$ cat config.mk
export PLATFORM = sky130hd
export DESIGN_NAME = bounded_doubly_linked_list_top
export DESIGN_NICKNAME = d
export VERILOG_FILES = /design/src/hdl/bdll_pkg.sv /design/src/hdl/bdll_cell.sv /design/src/hdl/bounded_doubly_linked_list_top.sv
export VERILOG_INCLUDE_DIRS = /design/src /design/src/hdl
export SDC_FILE = /design/constraint.sdc
export NUM_CORES = 2
export LEC_CHECK = 0
export ABC_AREA = 1
export BUFFER_PORTS_ARGS = -buffer_cell sky130_fd_sc_hd__buf_4
export CORE_MARGIN = 1.5
export CORE_UTILIZATION = 40
export CTS_BUF_LIST = sky130_fd_sc_hd__clkbuf_8
export DETAILED_ROUTE_END_ITERATION = 8
export PLACE_DENSITY = 0.54
export SETUP_SLACK_MARGIN = 0.2
export SLEW_MARGIN = 20
export SYNTH_ARGS = -nofsm -noshare
export SYNTH_HDL_FRONTEND = slang
export SYNTH_SLANG_ARGS = --single-unit
$ cat constraint.sdc
create_clock -name clk -period 5.95 [get_ports clk]
set_input_delay 0.8925 -clock clk [delete_from_list [all_inputs] [get_ports clk]]
set_output_delay 0.8925 -clock clk [all_outputs]
set_load 0.03 [all_outputs]
$ cat src/hdl/bounded_doubly_linked_list_top_assert.svh
// Assertion macros for the list engine top level.
`ifndef BOUNDED_DOUBLY_LINKED_LIST_TOP_ASSERT_SVH
`define BOUNDED_DOUBLY_LINKED_LIST_TOP_ASSERT_SVH

`ifndef SYNTHESIS
// Checked while out of reset.
`define BDLL_ASSERT(label, prop, msg) \
    label: assert property (@(posedge clk) disable iff (!rst_n) prop) else $error(msg);
// Checked at every edge, reset included.
`define BDLL_ASSERT_ALWAYS(label, prop, msg) \
    label: assert property (@(posedge clk) prop) else $error(msg);
`else
`define BDLL_ASSERT(label, prop, msg)
`define BDLL_ASSERT_ALWAYS(label, prop, msg)
`endif

`endif

$ cat src/hdl/bdll_pkg.sv
package bdll_pkg;

    localparam int DATA_W       = 32;
    localparam int TYPE_W       = 3;
    localparam int STATUS_W     = 3;
    localparam int CAPACITY_DEF = 16;

    // request codes
    localparam logic [TYPE_W-1:0] REQ_PUSH_FRONT = 3'd0;
    localparam logic [TYPE_W-1:0] REQ_PUSH_BACK  = 3'd1;
    localparam logic [TYPE_W-1:0] REQ_DELETE     = 3'd2;
    localparam logic [TYPE_W-1:0] REQ_LIST_FWD   = 3'd3;
    localparam logic [TYPE_W-1:0] REQ_LIST_BWD   = 3'd4;

    // result status codes
    localparam logic [STATUS_W-1:0] STAT_DONE     = 3'd0;
    localparam logic [STATUS_W-1:0] STAT_ITEM     = 3'd1;
    localparam logic [STATUS_W-1:0] STAT_FULL     = 3'd2;
    localparam logic [STATUS_W-1:0] STAT_NOTFOUND = 3'd3;
    localparam logic [STATUS_W-1:0] STAT_EMPTY    = 3'd4;

    // command broadcast to every cell of the chain
    typedef enum logic [2:0] {
        CMD_HOLD,
        CMD_PUSH_FRONT,
        CMD_PUSH_BACK,
        CMD_ROT_LEFT,
        CMD_DROP_HEAD,
        CMD_ROT_RIGHT
    } cell_cmd_t;

    // what one cell shows its neighbors
    typedef struct packed {
        logic                     occ;
        logic signed [DATA_W-1:0] value;
    } cell_link_t;

endpackage

$ cat src/hdl/bdll_cell.sv
module bdll_cell
    import bdll_pkg::*;
(
    input  logic                     clk,
    input  logic                     rst_n,
    input  cell_cmd_t                cmd,
    input  cell_link_t               left,
    input  cell_link_t               right,
    input  logic signed [DATA_W-1:0] head_value,
    input  logic signed [DATA_W-1:0] tail_value,
    input  logic signed [DATA_W-1:0] new_value,
    output cell_link_t               cell_q
);

    logic                     occ_reg;
    logic                     occ_next;
    logic signed [DATA_W-1:0] value_reg;
    logic signed [DATA_W-1:0] value_next;

    always_comb
    begin
        occ_next   = occ_reg;
        value_next = value_reg;
        unique case (cmd)
            CMD_HOLD:
            begin
            end
            CMD_PUSH_FRONT:
            begin
                // whole occupied run moves one cell toward the back
                if (left.occ)
                begin
                    occ_next   = 1'b1;
                    value_next = left.value;
                end
            end
            CMD_PUSH_BACK:
            begin
                // first empty cell takes the new value
                if (!occ_reg && left.occ)
                begin
                    occ_next   = 1'b1;
                    value_next = new_value;
                end
            end
            CMD_ROT_LEFT:
            begin
                if (occ_reg)
                    value_next = right.occ ? right.value : head_value;
            end
            CMD_DROP_HEAD:
            begin
                // head leaves the ring; last occupied cell empties
                if (occ_reg)
                begin
                    if (right.occ)
                        value_next = right.value;
                    else
                        occ_next = 1'b0;
                end
            end
            CMD_ROT_RIGHT:
            begin
                if (occ_reg)
                    value_next = left.occ ? left.value : tail_value;
            end
            default:
            begin
            end
        endcase
    end

    always_ff @(posedge clk or negedge rst_n)
    begin
        if (!rst_n)
            occ_reg <= 1'b0;
        else
            occ_reg <= occ_next;
    end

    always_ff @(posedge clk)
    begin
        value_reg <= value_next;
    end

    assign cell_q.occ   = occ_reg;
    assign cell_q.value = value_reg;

endmodule

$ cat src/hdl/bounded_doubly_linked_list_top.sv
// Bounded list engine. Holds up to CAPACITY signed 32-bit values in order,
// front to back, in a row of cells: cell 0 is the front, the occupied cells
// always form one unbroken run from cell 0, and every cell only talks to its
// two neighbors, the broadcast command and new value, and two shared buses
// (front value and back value). Requests arrive on the req channel
// (req_type, req_value); results leave on the res channel through a one-entry
// output register. A held result pauses execution, not request intake.
// Operations, with n the number of values held at the time of the request:
//   insert front / back : accept, then one shift of the chain;
//                         a full list answers with the full status instead.
//   delete              : the run rotates one cell per cycle while the output
//                         is free (n steps), so every value passes the front
//                         once and is compared there; the first match leaves
//                         the ring as it passes; after n steps the order is
//                         restored. One done or not-found result at the end.
//   list forward/back   : one item result per rotation step,
//                         front-to-back (rotate toward the front, read cell 0)
//                         or back-to-front (rotate toward the back, read the
//                         last occupied cell); the final item is marked last.
//                         An empty list gives one empty-status result.
//   unknown type codes  : accepted and dropped, no result.
// The chain rotation, one cell per cycle while the output is free, sets the
// delete and listing time. A new request is taken only while the engine is
// idle. Reset empties the list at once; there is no clearing pass.
module bounded_doubly_linked_list_top
    import bdll_pkg::*;
#(
    parameter int CAPACITY = CAPACITY_DEF
)
(
    input  logic                       clk,
    input  logic                       rst_n,
    input  logic                       req_valid,
    output logic                       req_stall,
    input  logic [TYPE_W-1:0]          req_type,
    input  logic signed [DATA_W-1:0]   req_value,
    output logic                       res_valid,
    input  logic                       res_stall,
    output logic signed [DATA_W-1:0]   item_value,
    output logic [STATUS_W-1:0]        result_status,
    output logic                       last_result
);

`include "bounded_doubly_linked_list_top_assert.svh"

    localparam int CNT_W  = $clog2(CAPACITY + 1);
    localparam int STEP_W = $clog2(CAPACITY);

    typedef enum logic [1:0] {
        ST_IDLE,
        ST_EXEC,
        ST_WALK
    } state_t;

    // ---------------------------------------------------------------
    // control state
    // ---------------------------------------------------------------
    state_t                     state_reg,     state_next;
    logic [TYPE_W-1:0]          req_type_reg,  req_type_next;
    logic signed [DATA_W-1:0]   req_value_reg, req_value_next;
    logic [CNT_W-1:0]           count_reg,     count_next;
    logic [STEP_W-1:0]          step_reg,      step_next;
    logic                       found_reg,     found_next;

    // output register
    logic                       res_valid_reg,  res_valid_next;
    logic signed [DATA_W-1:0]   item_value_reg, item_value_next;
    logic [STATUS_W-1:0]        status_reg,     status_next;
    logic                       last_reg,       last_next;

    // ---------------------------------------------------------------
    // cell chain
    // ---------------------------------------------------------------
    cell_cmd_t                  cmd;
    cell_link_t                 cell_q     [CAPACITY];
    cell_link_t                 left_link  [CAPACITY];
    cell_link_t                 right_link [CAPACITY];
    logic [CAPACITY-1:0]        occ_vec;
    logic signed [DATA_W-1:0]   head_value;
    logic signed [DATA_W-1:0]   tail_value;

    assign head_value = cell_q[0].value;

    genvar gi;
    generate
        for (gi = 0; gi < CAPACITY; gi++)
        begin : g_cell
            if (gi == 0)
            begin : g_front
                // the front cell sees the new value on its left during a push
                assign left_link[gi].occ   = (cmd == CMD_PUSH_FRONT) ||
                                             (cmd == CMD_PUSH_BACK);
                assign left_link[gi].value = req_value_reg;
            end
            else
            begin : g_inner_l
                assign left_link[gi] = cell_q[gi-1];
            end

            if (gi == CAPACITY - 1)
            begin : g_back
                assign right_link[gi].occ   = 1'b0;
                assign right_link[gi].value = '0;
            end
            else
            begin : g_inner_r
                assign right_link[gi] = cell_q[gi+1];
            end

            assign occ_vec[gi] = cell_q[gi].occ;

            bdll_cell u_cell (
                .clk        (clk),
                .rst_n      (rst_n),
                .cmd        (cmd),
                .left       (left_link[gi]),
                .right      (right_link[gi]),
                .head_value (head_value),
                .tail_value (tail_value),
                .new_value  (req_value_reg),
                .cell_q     (cell_q[gi])
            );
        end
    endgenerate

    // back value bus: the last occupied cell is the one whose right is empty
    always_comb
    begin
        tail_value = '0;
        for (int i = 0; i < CAPACITY; i++)
        begin
            if (cell_q[i].occ && !right_link[i].occ)
                tail_value = tail_value | cell_q[i].value;
        end
    end

    // ---------------------------------------------------------------
    // sequencer
    // ---------------------------------------------------------------
    logic out_free;
    logic last_step;
    logic head_match;

    assign out_free   = !res_valid_reg || !res_stall;
    assign last_step  = (CNT_W'(step_reg) == (count_reg - CNT_W'(1)));
    assign head_match = (head_value == req_value_reg);

    always_comb
    begin
        state_next      = state_reg;
        req_type_next   = req_type_reg;
        req_value_next  = req_value_reg;
        count_next      = count_reg;
        step_next       = step_reg;
        found_next      = found_reg;
        cmd             = CMD_HOLD;
        res_valid_next  = res_valid_reg && res_stall;
        item_value_next = item_value_reg;
        status_next     = status_reg;
        last_next       = last_reg;

        unique case (state_reg)
            ST_IDLE:
            begin
                if (req_valid)
                begin
                    req_type_next  = req_type;
                    req_value_next = req_value;
                    state_next     = ST_EXEC;
                end
            end
            ST_EXEC:
            begin
                if (out_free)
                begin
                    step_next  = '0;
                    found_next = 1'b0;
                    state_next = ST_IDLE;
                    unique case (req_type_reg) inside
                        REQ_PUSH_FRONT, REQ_PUSH_BACK:
                        begin
                            res_valid_next  = 1'b1;
                            item_value_next = '0;
                            last_next       = 1'b1;
                            if (count_reg == CNT_W'(CAPACITY))
                                status_next = STAT_FULL;
                            else
                            begin
                                status_next = STAT_DONE;
                                cmd = (req_type_reg == REQ_PUSH_FRONT) ?
                                      CMD_PUSH_FRONT : CMD_PUSH_BACK;
                                count_next = count_reg + CNT_W'(1);
                            end
                        end
                        REQ_DELETE:
                        begin
                            if (count_reg == '0)
                            begin
                                res_valid_next  = 1'b1;
                                item_value_next = '0;
                                status_next     = STAT_NOTFOUND;
                                last_next       = 1'b1;
                            end
                            else
                                state_next = ST_WALK;
                        end
                        REQ_LIST_FWD, REQ_LIST_BWD:
                        begin
                            if (count_reg == '0)
                            begin
                                res_valid_next  = 1'b1;
                                item_value_next = '0;
                                status_next     = STAT_EMPTY;
                                last_next       = 1'b1;
                            end
                            else
                                state_next = ST_WALK;
                        end
                        default:
                        begin
                        end
                    endcase
                end
            end
            ST_WALK:
            begin
                if (out_free)
                begin
                    unique case (req_type_reg) inside
                        REQ_LIST_FWD:
                        begin
                            cmd             = CMD_ROT_LEFT;
                            res_valid_next  = 1'b1;
                            item_value_next = head_value;
                            status_next     = STAT_ITEM;
                            last_next       = last_step;
                        end
                        REQ_LIST_BWD:
                        begin
                            cmd             = CMD_ROT_RIGHT;
                            res_valid_next  = 1'b1;
                            item_value_next = tail_value;
                            status_next     = STAT_ITEM;
                            last_next       = last_step;
                        end
                        REQ_DELETE:
                        begin
                            if (!found_reg && head_match)
                            begin
                                cmd        = CMD_DROP_HEAD;
                                found_next = 1'b1;
                            end
                            else
                                cmd = CMD_ROT_LEFT;
                            if (last_step)
                            begin
                                res_valid_next  = 1'b1;
                                item_value_next = '0;
                                last_next       = 1'b1;
                                status_next     = found_next ? STAT_DONE : STAT_NOTFOUND;
                                if (found_next)
                                    count_next = count_reg - CNT_W'(1);
                            end
                        end
                        default:
                        begin
                        end
                    endcase

                    if (last_step)
                        state_next = ST_IDLE;
                    else
                        step_next = step_reg + STEP_W'(1);
                end
            end
            default:
            begin
                state_next = ST_IDLE;
            end
        endcase
    end

    always_ff @(posedge clk or negedge rst_n)
    begin
        if (!rst_n)
        begin
            state_reg      <= ST_IDLE;
            req_type_reg   <= REQ_PUSH_FRONT;
            req_value_reg  <= '0;
            count_reg      <= '0;
            step_reg       <= '0;
            found_reg      <= 1'b0;
            res_valid_reg  <= 1'b0;
            item_value_reg <= '0;
            status_reg     <= STAT_DONE;
            last_reg       <= 1'b0;
        end
        else
        begin
            state_reg      <= state_next;
            req_type_reg   <= req_type_next;
            req_value_reg  <= req_value_next;
            count_reg      <= count_next;
            step_reg       <= step_next;
            found_reg      <= found_next;
            res_valid_reg  <= res_valid_next;
            item_value_reg <= item_value_next;
            status_reg     <= status_next;
            last_reg       <= last_next;
        end
    end

    assign req_stall     = (state_reg != ST_IDLE);
    assign res_valid     = res_valid_reg;
    assign item_value    = item_value_reg;
    assign result_status = status_reg;
    assign last_result   = last_reg;

    // ---------------------------------------------------------------
    // assertions
    // ---------------------------------------------------------------
    // occupied cells always form one run starting at the front cell
    `BDLL_ASSERT_ALWAYS(a_occ_contiguous, (((occ_vec + CAPACITY'(1)) & occ_vec) == '0), "occupied cells not contiguous")
    // between requests the count agrees with the chain
    `BDLL_ASSERT(a_count_matches, (state_reg == ST_IDLE) |-> ($countones(occ_vec) == int'(count_reg)), "count and occupied cells disagree")
    // a delete walk removes at most one value
    `BDLL_ASSERT(a_single_drop, (cmd == CMD_DROP_HEAD) |-> !found_reg, "second removal within one delete")

endmodule
==> summary.md <==
| Metric | Value |
|---|---|
| Ports | `77` |
| Port bufs | `76` |
| Skew final | `0.05512 ns` |
| Largest net degree at the start of global routing | `202` |
| Hold WS | `0.07460 ns` |
| Largest family of logic cells by synthesized area | `simple AND/OR/NAND/NOR gates` |
| Crit share post-route | `0.8856` |
| Critical path launch point | `g_cell[0].u_cell.value_reg[5]` |
| Detail Route Antenna Nets | `0` |
| R2r startpoint | `g_cell[0].u_cell.value_reg[5]` |
| DR DRC count | `0` |
| Post-Synth XOR/XNOR Area | `0.005411` |
| Area grow syn2layout | `8.753%` |
| Die width | `351.4 um` |
| Worst IR Drop VDD | `347.9 uV` |
| Post-placement cell area | `50,290 sq um` |
| Worst skew pair latency | `0.85 ns` |
| Net Count, Synth | `7,419` |
| Slew HR | `0.2121` |
| Clk sinks | `612` |
| Share of cells above drive strength 1 | `0.07263` |
| Mean post-synth cell area | `6.585 sq um` |
| CP required | `6.39 ns` |
| Most frequent cells in the layout | `2,447 x nand2_1, 876 x a21oi_1, 616 x inv_1` |
| FF+latch count, synth | `612` |
| Register area | `17,880 sq um` |
| Avg Vias per Cell | `6.157` |
| CTS tree | `built` |
| Final hold violation count | `0` |
| Max_cap viols | `0` |
| Synth top area share | `0.3166` |
| Post-Synth Simple-Gate Area | `0.3642` |
| R2R setup slack | `0.68 ns` |
| Postcts setup bufs | `0` |
| Total number of vias | `54.36k` |
| Slew Viols, Final | `0` |
| Clock H-tree levels | `3` |
| HPWL after detailed placement | `129,800 um` |
| Setup TNS after final layout | `0 ns` |
| First-pass DRT Iterations | `7` |
| Ys flop type | `edfxtp_1` |
| # rows | `127` |
| Core area | `120,100 sq um` |
| Post-synth EDFFs | `512` |
| Initial antenna violation count | `5` |
| YS warnings | `0` |
| Die Span Y | `351.4 um` |
| Max reg flops | `512` |
| Tmin final | `5.269 ns` |
| Yosys cell types | `48` |
| RR Endpoint | `g_cell[7].u_cell.value_reg[11]` |
| Worst r2r path cells | `17` |
| # setup viols final | `0` |
| First-pass GRT wire length | `335,400 um` |
| FILL cells | `12.76k` |
| Async S/R FF share, synth | `0.1634` |
| CP startpoint kind | `flop` |
| Clk buf depth | `3` |
| Number of gates resized after CTS | `0` |
| Worst-Margin Slew | `1.182 ns` |
| RD Place Congestion | `0.9031` |
| Final instance area | `52,810 sq um` |
| Effective utilization at floorplan | `0.4042` |
| Crit path to | `g_cell[7].u_cell.value_reg[11]` |
| Register area share after synthesis | `0.3682` |
| Num CTS Buffers | `121` |
| Type of the most critical hold path | `in -> async` |
| Routed wire length | `230,800 um` |
| DRT iter0 DRCs | `7,776` |
| Clk slew on worst S/H paths | `0.06 ns` |
| CTS Root Cell | `clkbuf_8` |
| Vias in the first global route | `49.16k` |
| Pwr dens | `521.2 nW/um^2` |
| Largest fanout on the critical path | `20` |
| Mapped Area | `48,560 sq um` |
| Setup crit end kind | `flop` |
| WL per Instance | `26.15 um` |
| Fmax | `189.8 MHz` |
| Die Area | `123,500 sq um` |
| Syn Inst Count | `7,374` |
| Gr usage total | `0.3647` |
| Multi-input logic area | `25,960 sq um` |
| RSZ-0062 raised after global routing | `no` |
| Compound-gate portion of the synthesized area | `0.1529` |
| Leakage power | `21.44 nW` |
| Post-CTS Hold Fix Bufs | `0` |
| Nets | `7,153` |
| WP data arrival | `5.71 ns` |
| Leading cell type in the layout, fill and taps excluded | `nand2_1` |
| Status | `complete, no violations` |
| Post-Synth Adder-Cell Area | `0.001546` |
| Gr ovfl total | `0` |
| Top cells by area in the synthesized netlist | `edfxtp_1 32%, nand2_1 19%, a21oi_1 9.0%` |
| Dominant cell type by area after synthesis | `edfxtp_1` |
| Multiplexer area fraction after synthesis | `0.005102` |
| Critical path class | `reg -> reg` |
| Final Util | `0.4396` |
-- per-stage QoR --
step | worst slack, ns | power (mW) | cells
floorplan | 1.407 | 16.21 | 7374
global placement | 0.9056 | 22.28 | 8595
detailed placement | 0.8837 | 22.35 | 8595
CTS | 0.8615 | 26.92 | 8825
global route | 0.6982 | 28.61 | 8828
finish | 0.6806 | 27.52 | 8828
-- logic make-up (layout without fill, tap and decap cells) --
group / after synthesis / count (layout)
mux: 22 / 22
compound gates: 1333 / 1333
buf+inv: 1244 / 1085
xor+xnor: 30 / 30
simple gates: 4127 / 4127
fa+ha+maj: 6 / 6
other cells: 0 / 1
flops: 612 / 612
-- how the worst min path moves through the flow --
stage / startpoint / endpoint / slack (ns) / cells after the start
2_1_floorplan: found_reg / found_reg / 0.45 / 2
5_1_grt: rst_n / count_reg[3] / 0.11 / 1
3_5_place_dp: item_value[9] / item_value[9] / 0.47 / 2
4_1_cts: rst_n / count_reg[4] / 0.06 / 1
6_report: rst_n / count_reg[3] / 0.07 / 1
3_3_place_gp: item_value[24] / item_value[24] / 0.47 / 2
-- worst max-delay path, cell delays in order (launching register included) --
cell      delay (ns)
edfxtp_1        0.44
xnor2_1         0.59
nand2_1         0.18
nor2_1          0.17
nand2_1         0.09
nor2_1          0.31
nand3_2         0.17
nand2_1         0.10
nand2_1         0.05
nand2_1         0.12
nand2_4         0.17
nand3_2         0.46
nand2_1         0.16
buf_4           0.24
inv_1           0.59
o21ai_0         0.27
nor2_4          0.17
buf_4           0.58
-- metal layers --
metal	GRT usage	wire [um]	share of wire
met1	0.4961	90740	0.39
met2	0.5400	96760	0.42
met3	0.06804	27810	0.12
met4	0.2116	15500	0.067
met5	0	26	0.00011
-- cell type report --
type                            count  share of cell area
Clock inverter                     71            0.005449
Multi-Input combinational cell   5518              0.4916
Timing Repair Buffer              223             0.03862
Inverter                          632             0.04599
Tap cell                         1612             0.03819
Antenna cell                        1          0.00004739
Sequential cell                   612              0.3387
Clock buffer                      159             0.04144
-- Yosys cell counts, types with 2 or more instances --
cell type / number
nand2_1: 2453
a21oi_1: 878
nor2_1: 601
inv_1: 575
nand3_1: 554
edfxtp_1: 512
nand4_1: 462
clkbuf_1: 339
buf_2: 241
o21ai_0: 199
dfrtp_1: 100
a22o_1: 96
o211ai_1: 65
o22ai_1: 35
inv_2: 32
buf_1: 27
clkinv_1: 25
xnor2_1: 25
mux2_2: 22
nand3b_1: 17
a221oi_1: 16
nor4_2: 16
o2111ai_1: 11
o21ai_1: 11
a211oi_1: 6
ha_1: 6
nor3_1: 5
xor2_1: 5
a32o_1: 4
and3_1: 4
buf_4: 4
nand3_2: 4
nor4_4: 3
o221ai_1: 3
o31ai_1: 3
a2111o_1: 2
nor4_1: 2
-- power breakdown --
group | total (mW) | internal (mW) | switching [mW]
combinational | 15.2 | 3.98 | 11.2
clock | 4.55 | 2.37 | 2.19
sequential | 7.81 | 6.47 | 1.35
total | 27.5 | 12.8 | 14.7
No activity file was read; power rests on OpenSTA's default activity.
